<file path="config.mk">
export PLATFORM = sky130hd
export DESIGN_NAME = crspl_queue
export DESIGN_NICKNAME = d
export VERILOG_FILES = /design/src/rtl/core/crspl_pkg.sv /design/src/rtl/core/crspl_queue.sv
export SDC_FILE = /design/constraint.sdc
export NUM_CORES = 1
export LEC_CHECK = 0
export ABC_CLOCK_PERIOD_IN_PS = 15700
export BUFFER_PORTS_ARGS = -buffer_cell sky130_fd_sc_hd__buf_2
export CAP_MARGIN = 10
export CORE_MARGIN = 1.5
export CORE_UTILIZATION = 60
export DETAILED_ROUTE_END_ITERATION = 7
export PLACE_DENSITY = 0.83
export SLEW_MARGIN = 30
export SYNTH_ARGS = -nofsm -noshare
export SYNTH_HDL_FRONTEND = slang
export SYNTH_SLANG_ARGS = --single-unit
export TNS_END_PERCENT = 100
</file>
<file path="constraint.sdc">
create_clock -name clock -period 15.7 [get_ports clock]
set_input_delay 1.57 -clock clock [delete_from_list [all_inputs] [get_ports clock]]
set_output_delay 1.57 -clock clock [all_outputs]
set_load 0.005 [all_outputs]
</file>
<file path="src/rtl/core/crspl_pkg.sv">
// Shared types, constants and the output rounding function of the spline evaluator.
`timescale 1ns / 1ps
`default_nettype none

package crspl_pkg;

   // Fixed field widths and fixed-point formats.
   localparam int T_FRAC_BITS = 16;
   localparam int T_W         = 22;
   localparam int COORD_W     = 24;
   localparam int OUT_W       = 32;
   localparam int WGT_W       = T_FRAC_BITS + 5;
   localparam int PROD_W      = COORD_W + WGT_W;
   localparam int PAIR_W      = PROD_W + 1;
   localparam int SUM_W       = PROD_W + 2;
   localparam int QUEUE_DEPTH = 4;
   localparam int QPTR_W      = $clog2(QUEUE_DEPTH);
   localparam int QCNT_W      = $clog2(QUEUE_DEPTH + 1);

   // Item kinds.
   typedef enum logic [1:0] {
      KIND_WRITE = 2'd0,
      KIND_POS   = 2'd1,
      KIND_GRAD  = 2'd2,
      KIND_NONE  = 2'd3
   } kind_type;

   // Configuration register indexes.
   typedef enum logic {
      REG_POINTS = 1'b0,
      REG_LOOPED = 1'b1
   } reg_index_type;

   // One evaluation handed from the front end to the back end.
   typedef struct packed {
      logic                           err;
      logic [3:0][WGT_W-1:0]          wgt;
      logic [3:0][COORD_W-1:0]        px;
      logic [3:0][COORD_W-1:0]        py;
   } entry_type;

   // Halve and drop the 16 fraction bits with round half up, then saturate to the 32-bit output range.
   function automatic logic [OUT_W-1:0] finish_sum(input logic signed [SUM_W-1:0] s);
      logic signed [SUM_W:0] b;
      logic signed [SUM_W:0] r;
      logic [OUT_W-1:0]      res;
      b = (SUM_W+1)'(s) + (SUM_W+1)'(1 << T_FRAC_BITS);
      r = b >>> (T_FRAC_BITS + 1);
      if (r[SUM_W:OUT_W-1] == '0 || r[SUM_W:OUT_W-1] == '1) begin
         res = r[OUT_W-1:0];
      end else if (r[SUM_W]) begin
         res = {1'b1, {(OUT_W-1){1'b0}}};
      end else begin
         res = {1'b0, {(OUT_W-1){1'b1}}};
      end
      return res;
   endfunction

endpackage

`default_nettype wire

</file>
<file path="src/rtl/core/crspl_queue.sv">
// Short queue of prepared evaluations between the front end and the back end.
`timescale 1ns / 1ps
`default_nettype none

module crspl_queue
   import crspl_pkg::*;
(
   input  wire logic              clock,
   input  wire logic              reset,
   input  wire logic              wr_en,
   input  wire entry_type         wr_entry,
   input  wire logic              rd_en,
   output entry_type              rd_entry,
   output logic                   not_empty,
   output logic [QCNT_W-1:0]      count
);

   entry_type             slot_ff [QUEUE_DEPTH];
   logic [QPTR_W-1:0]     head_ff, head_in;
   logic [QPTR_W-1:0]     tail_ff, tail_in;
   logic [QCNT_W-1:0]     count_ff, count_in;

   // Pointer and fill count updates.
   always_comb begin
      head_in  = rd_en ? head_ff + 1'b1 : head_ff;
      tail_in  = wr_en ? tail_ff + 1'b1 : tail_ff;
      count_in = count_ff + QCNT_W'(wr_en) - QCNT_W'(rd_en);
   end

   always_ff @(posedge clock) begin
      if (reset) begin
         head_ff  <= '0;
         tail_ff  <= '0;
         count_ff <= '0;
      end else begin
         head_ff  <= head_in;
         tail_ff  <= tail_in;
         count_ff <= count_in;
      end
      if (wr_en) begin
         slot_ff[tail_ff] <= wr_entry;
      end
   end

   assign rd_entry  = slot_ff[head_ff];
   assign not_empty = (count_ff != '0);
   assign count     = count_ff;

endmodule

`default_nettype wire

</file>
# Word level (Yosys, flattened, before mapping)
# Memories as Yosys holds them, arrays and structs flattened. A register that Yosys moved wholly into a read port is not among the register bits.
# Cells that the tools add are included.
[word_totals]
ff_bits = 7
latchBits = 0
ramBits = 1108
romBits = 0
input_bits = 281
output_inout_bits = 281
n_memories = 1
[op_classes]
n_addsub = 4
multipliers = 0
n_div = 0
order_cmp = 0
eq_ne = 0
shift = 0
muxes = 4
bitwise_logic = 0
reduce_logical = 1
[mem_list]
columns = ["memory", "words", "word_bits", "read_ports", "rd_clocked_by_memory_dff", "wr", "line", "source"]
rows = [
  ["slot_ff", 4, 277, 1, 1, 1, "crspl_queue.sv:18", "entry_type slot_ff [QUEUE_DEPTH];"],
]
[op_table]
columns = ["cell", "count"]
rows = [
  ["adder 2 x 1 -> 2 bit, second input constant", 2],
  ["two-way mux 2 bit", 2],
  ["adder 3 x 1 -> 3 bit", 1],
  ["nonzero test 3 bit", 1],
  ["subtractor 3 x 1 -> 3 bit", 1],
  ["two-way mux 1 bit", 2],
]

# Depth between registers and ports, before layout
[depth]
ltp_word = 3
depth_mapped = 7
depth_no_buf = 7

# Least setup slack after synthesis
# OpenSTA, ideal clock, no wires.
[synth_path]
path_kind = "input to register"
startpoint = "input port wr_en"
endpoint = "memory slot_ff[0][0] in the netlist's numbering, enable pin"
setup_time_ps = 672
arrival_time_ps = 7824
slack_ps = 7204
path_stages = 1
n_path_buf = 0
path_cell_list = "and2_1"
[synth_between]
elab_chain_cells = 2
[synth_lines]
columns = ["item", "line", "source"]
rows = [
  ["start: declaration", "crspl_queue.sv:10", "input wire logic wr_en,"],
  ["two-way mux 1 bit", "crspl_queue.sv:40", "if (wr_en) begin"],
  ["two-way mux 1 bit (not written as such)", "crspl_queue.sv:41", "slot_ff[tail_ff] <= wr_entry;"],
  ["end: declaration", "crspl_queue.sv:18", ""],
]
# Every way passes these cells.

==> metrics.cfg <==
[placement]
placed_area_sq_mm=0.0444
port_buffers=561
preCtsSetupSlack_ns=10.03
dpl.hpwl_um=52400
place_congestion=0.791

[route]
viasPerCell=6.14
wl_per_cell_um=28.4
vias=19044
drc=0
wl_um=88200
dr.pass1.iters=7
drt-initial-drc-count=1682
ant_nets=0

[die]
num_rows=95
coreArea_sq_mm=0.0672
start_util_pct=60.6
die_y_um=263
die_w_um=263
die_area_sq_mm=0.0694
pin_count=562

[grt]
grt_max_degree=145
grt_antenna_before_repair=40
grtUsageTotal_pct=25.1
grt_overflow=0
first_global_vias=19846
grt_pass1_wl_um=128000

[finish]
final_cell_area_sq_mm=0.0479
nNetsFinal=2407
drive_above_1_share_pct=42.9
area_delta_synth_final_pct=17.6
n_fill_cell=3650

[critical_path]
path_max_fanout=54
r2r_setup_slack_ns=12.23
critPathArrivalTime_ns=4.38
cpMostUsedCell=buf_6
critPathCaptureType=primary output
crit_slowest_cell=buf_4
cp_cell_sequence=buf_4, buf_6, buf_6, mux4_1, buf_2
startpoint_type=flop
critPathKind=reg -> out
cp.required_ns=14.13
r2r_cells=5
slowest_delay_ns=0.73

[clock_network]
cts_tree=built
cts.sink_count=1117
holdBufCountCts=0
cts_root_buf=clkbuf_16
cts_resized=0
insertion_delay_ns=0.65
ctsLongestPathBuffers=3
htree_num_levels=3
post_cts_buffers=0
cts-buffers-inserted=105
clk_pin_slew_ns=0.07

[job]
drv_cap=0

[logic_synthesis]
syn_inst=1488
yosys_warnings=0
syn-num-nets=1776
yosysSeqAreaShare_pct=82.2
synthArstFlopShare_pct=0
ys.flop_type=edfxtp_1
ys_seq_elements=1117
synth_edf_count=1108
ys_types=21
syn-cell-area_sq_mm=0.0407
avgSynthCellArea_sq_um=27.4

[sta]
slew_headroom_pct=34.1
fin_crit_ns=5.95
setup_viol=0
drv_slew=0
whs_ns=0.573
setup_ws_ns=9.75
tightest_slew_ns=0.988
fin_crit_sh_pct=37.9
finalHoldViolCount=0
rsz0062_at_grt=false
fmax_mhz=168
finalSetupTns_ns=0
fin_worst_skew_ns=0.0288

[hold_path]
whs_path_depth=2
worstHoldPathType=reg -> reg

[status]
run_status=finished, final reports clean

[power_and_ir_drop]
power_density_mw_per_mm2=136
total_leakage_power_nw=16.2
ir_drop_mv=0.139
finalPower_mw=6.50

==> registers in the layout, summed over array words and instances, names as in the netlist, named ones only <==
signal,cells
head_ff,2
slot_ff,1108
count,3
tail_ff,2
==> stage by stage <==
step	util, %	cells
6_report	71.3	3103
5_1_grt	71.3	3097
4_1_cts	71.1	3074
3_5_place_dp	66.1	2883
3_3_place_gp	66.0	2882
2_1_floorplan	-	1488
==> synth_stat cells (2+ instances only) <==
library cell | instances | area share [%]
edfxtp_1 | 1108 | 82
mux4_2 | 201 | 11
mux4_1 | 76 | 4.9
buf_2 | 29 | 0.36
buf_6 | 24 | 0.66
dfxtp_1 | 9 | 0.44
clkbuf_1 | 6 | 0.055
ha_1 | 6 | 0.18
inv_1 | 6 | 0.055
nor2_1 | 5 | 0.046
and2_1 | 4 | 0.061
buf_8 | 3 | 0.11
nor2b_1 | 2 | 0.031
xnor2_1 | 2 | 0.043
==> cell usage in the layout (no fill, tap or decap) <==
cell and count:
clkbuf_16 106, dfxtp_4 2, clkinv_1 18, buf_2 561, inv_16 1, mux4_1 76, buf_6 9, clkinvlp_4 4
clkbuf_8 3, clkinv_2 19, nand3b_1 1, clkinv_4 2, inv_1 6, dfxtp_1 7, buf_16 2, inv_8 1
buf_4 12, mux2i_1 1, buf_12 2, a21bo_2 1, inv_6 3, nor2_1 5, xor3_1 1, nor2b_1 2
and2_4 4, xnor2_1 2, ha_1 6, fa_1 1, edfxtp_1 1108, diode_2 27, clkbuf_1 23, a21oi_1 1
or3_1 1, bufinv_16 8, mux4_2 201, clkinv_16 3
==> final cells by class <==
cell class	instances	area (sq um)	share of cell area [%]
flip-flops and latches	1117	33500	69.9
multi-input cells	303	6770	14.1
repair buffers	586	3090	6.46
clock buffers	132	2780	5.81
well taps	873	1090	2.28
clock inverters	59	598	1.25
diodes	27	67.6	0.141
inverters	6	22.5	0.0470
==> critical path: cells and delay by family, from the launching register on <==
kind	cells	cell delay (ns)
buffers and inverters	4	2.18
DFF	1	0.70
muxes	1	0.70
==> power by group <==
group / internal, mW / switching (mW)
registers: 3.43 / 0.0470
logic: 0.262 / 0.299
clock network: 1.39 / 1.07
==> cell families after synthesis <==
kind of cell | after synthesis | share of synthesized area [%]
flops | 1117 | 82.2
mux | 278 | 16.0
buf+inv | 68 | 1.24
simple gates | 13 | 0.172
fa+ha+maj | 7 | 0.234
xor+xnor | 3 | 0.101
compound gates | 2 | 0.0369
==> metal layers <==
| metal | GRT usage, % | up-vias | wire length (um) | part of all wire [%] |
|---|---|---|---|---|
| li1 | - | 7847 | - | - |
| met1 | 29.8 | 9985 | 30100 | 34 |
| met2 | 43.5 | 974 | 47600 | 54 |
| met3 | 6.57 | 206 | 6730 | 7.6 |
| met4 | 11.2 | 32 | 3520 | 4.0 |
| met5 | 0 | - | 227 | 0.26 |
==> final timing paths <==
kind,end,from
setup / recovery,rd_entry[270],flop
hold / removal,flop,head_ff[0]$_SDFFE_PP0P_
setup reg to reg,slot_ff[3][177]$_DFFE_PP_,tail_ff[0]$_SDFFE_PP0P_
hold reg to reg,flop,head_ff[0]$_SDFFE_PP0P_
(Power assumes the default switching activity.)
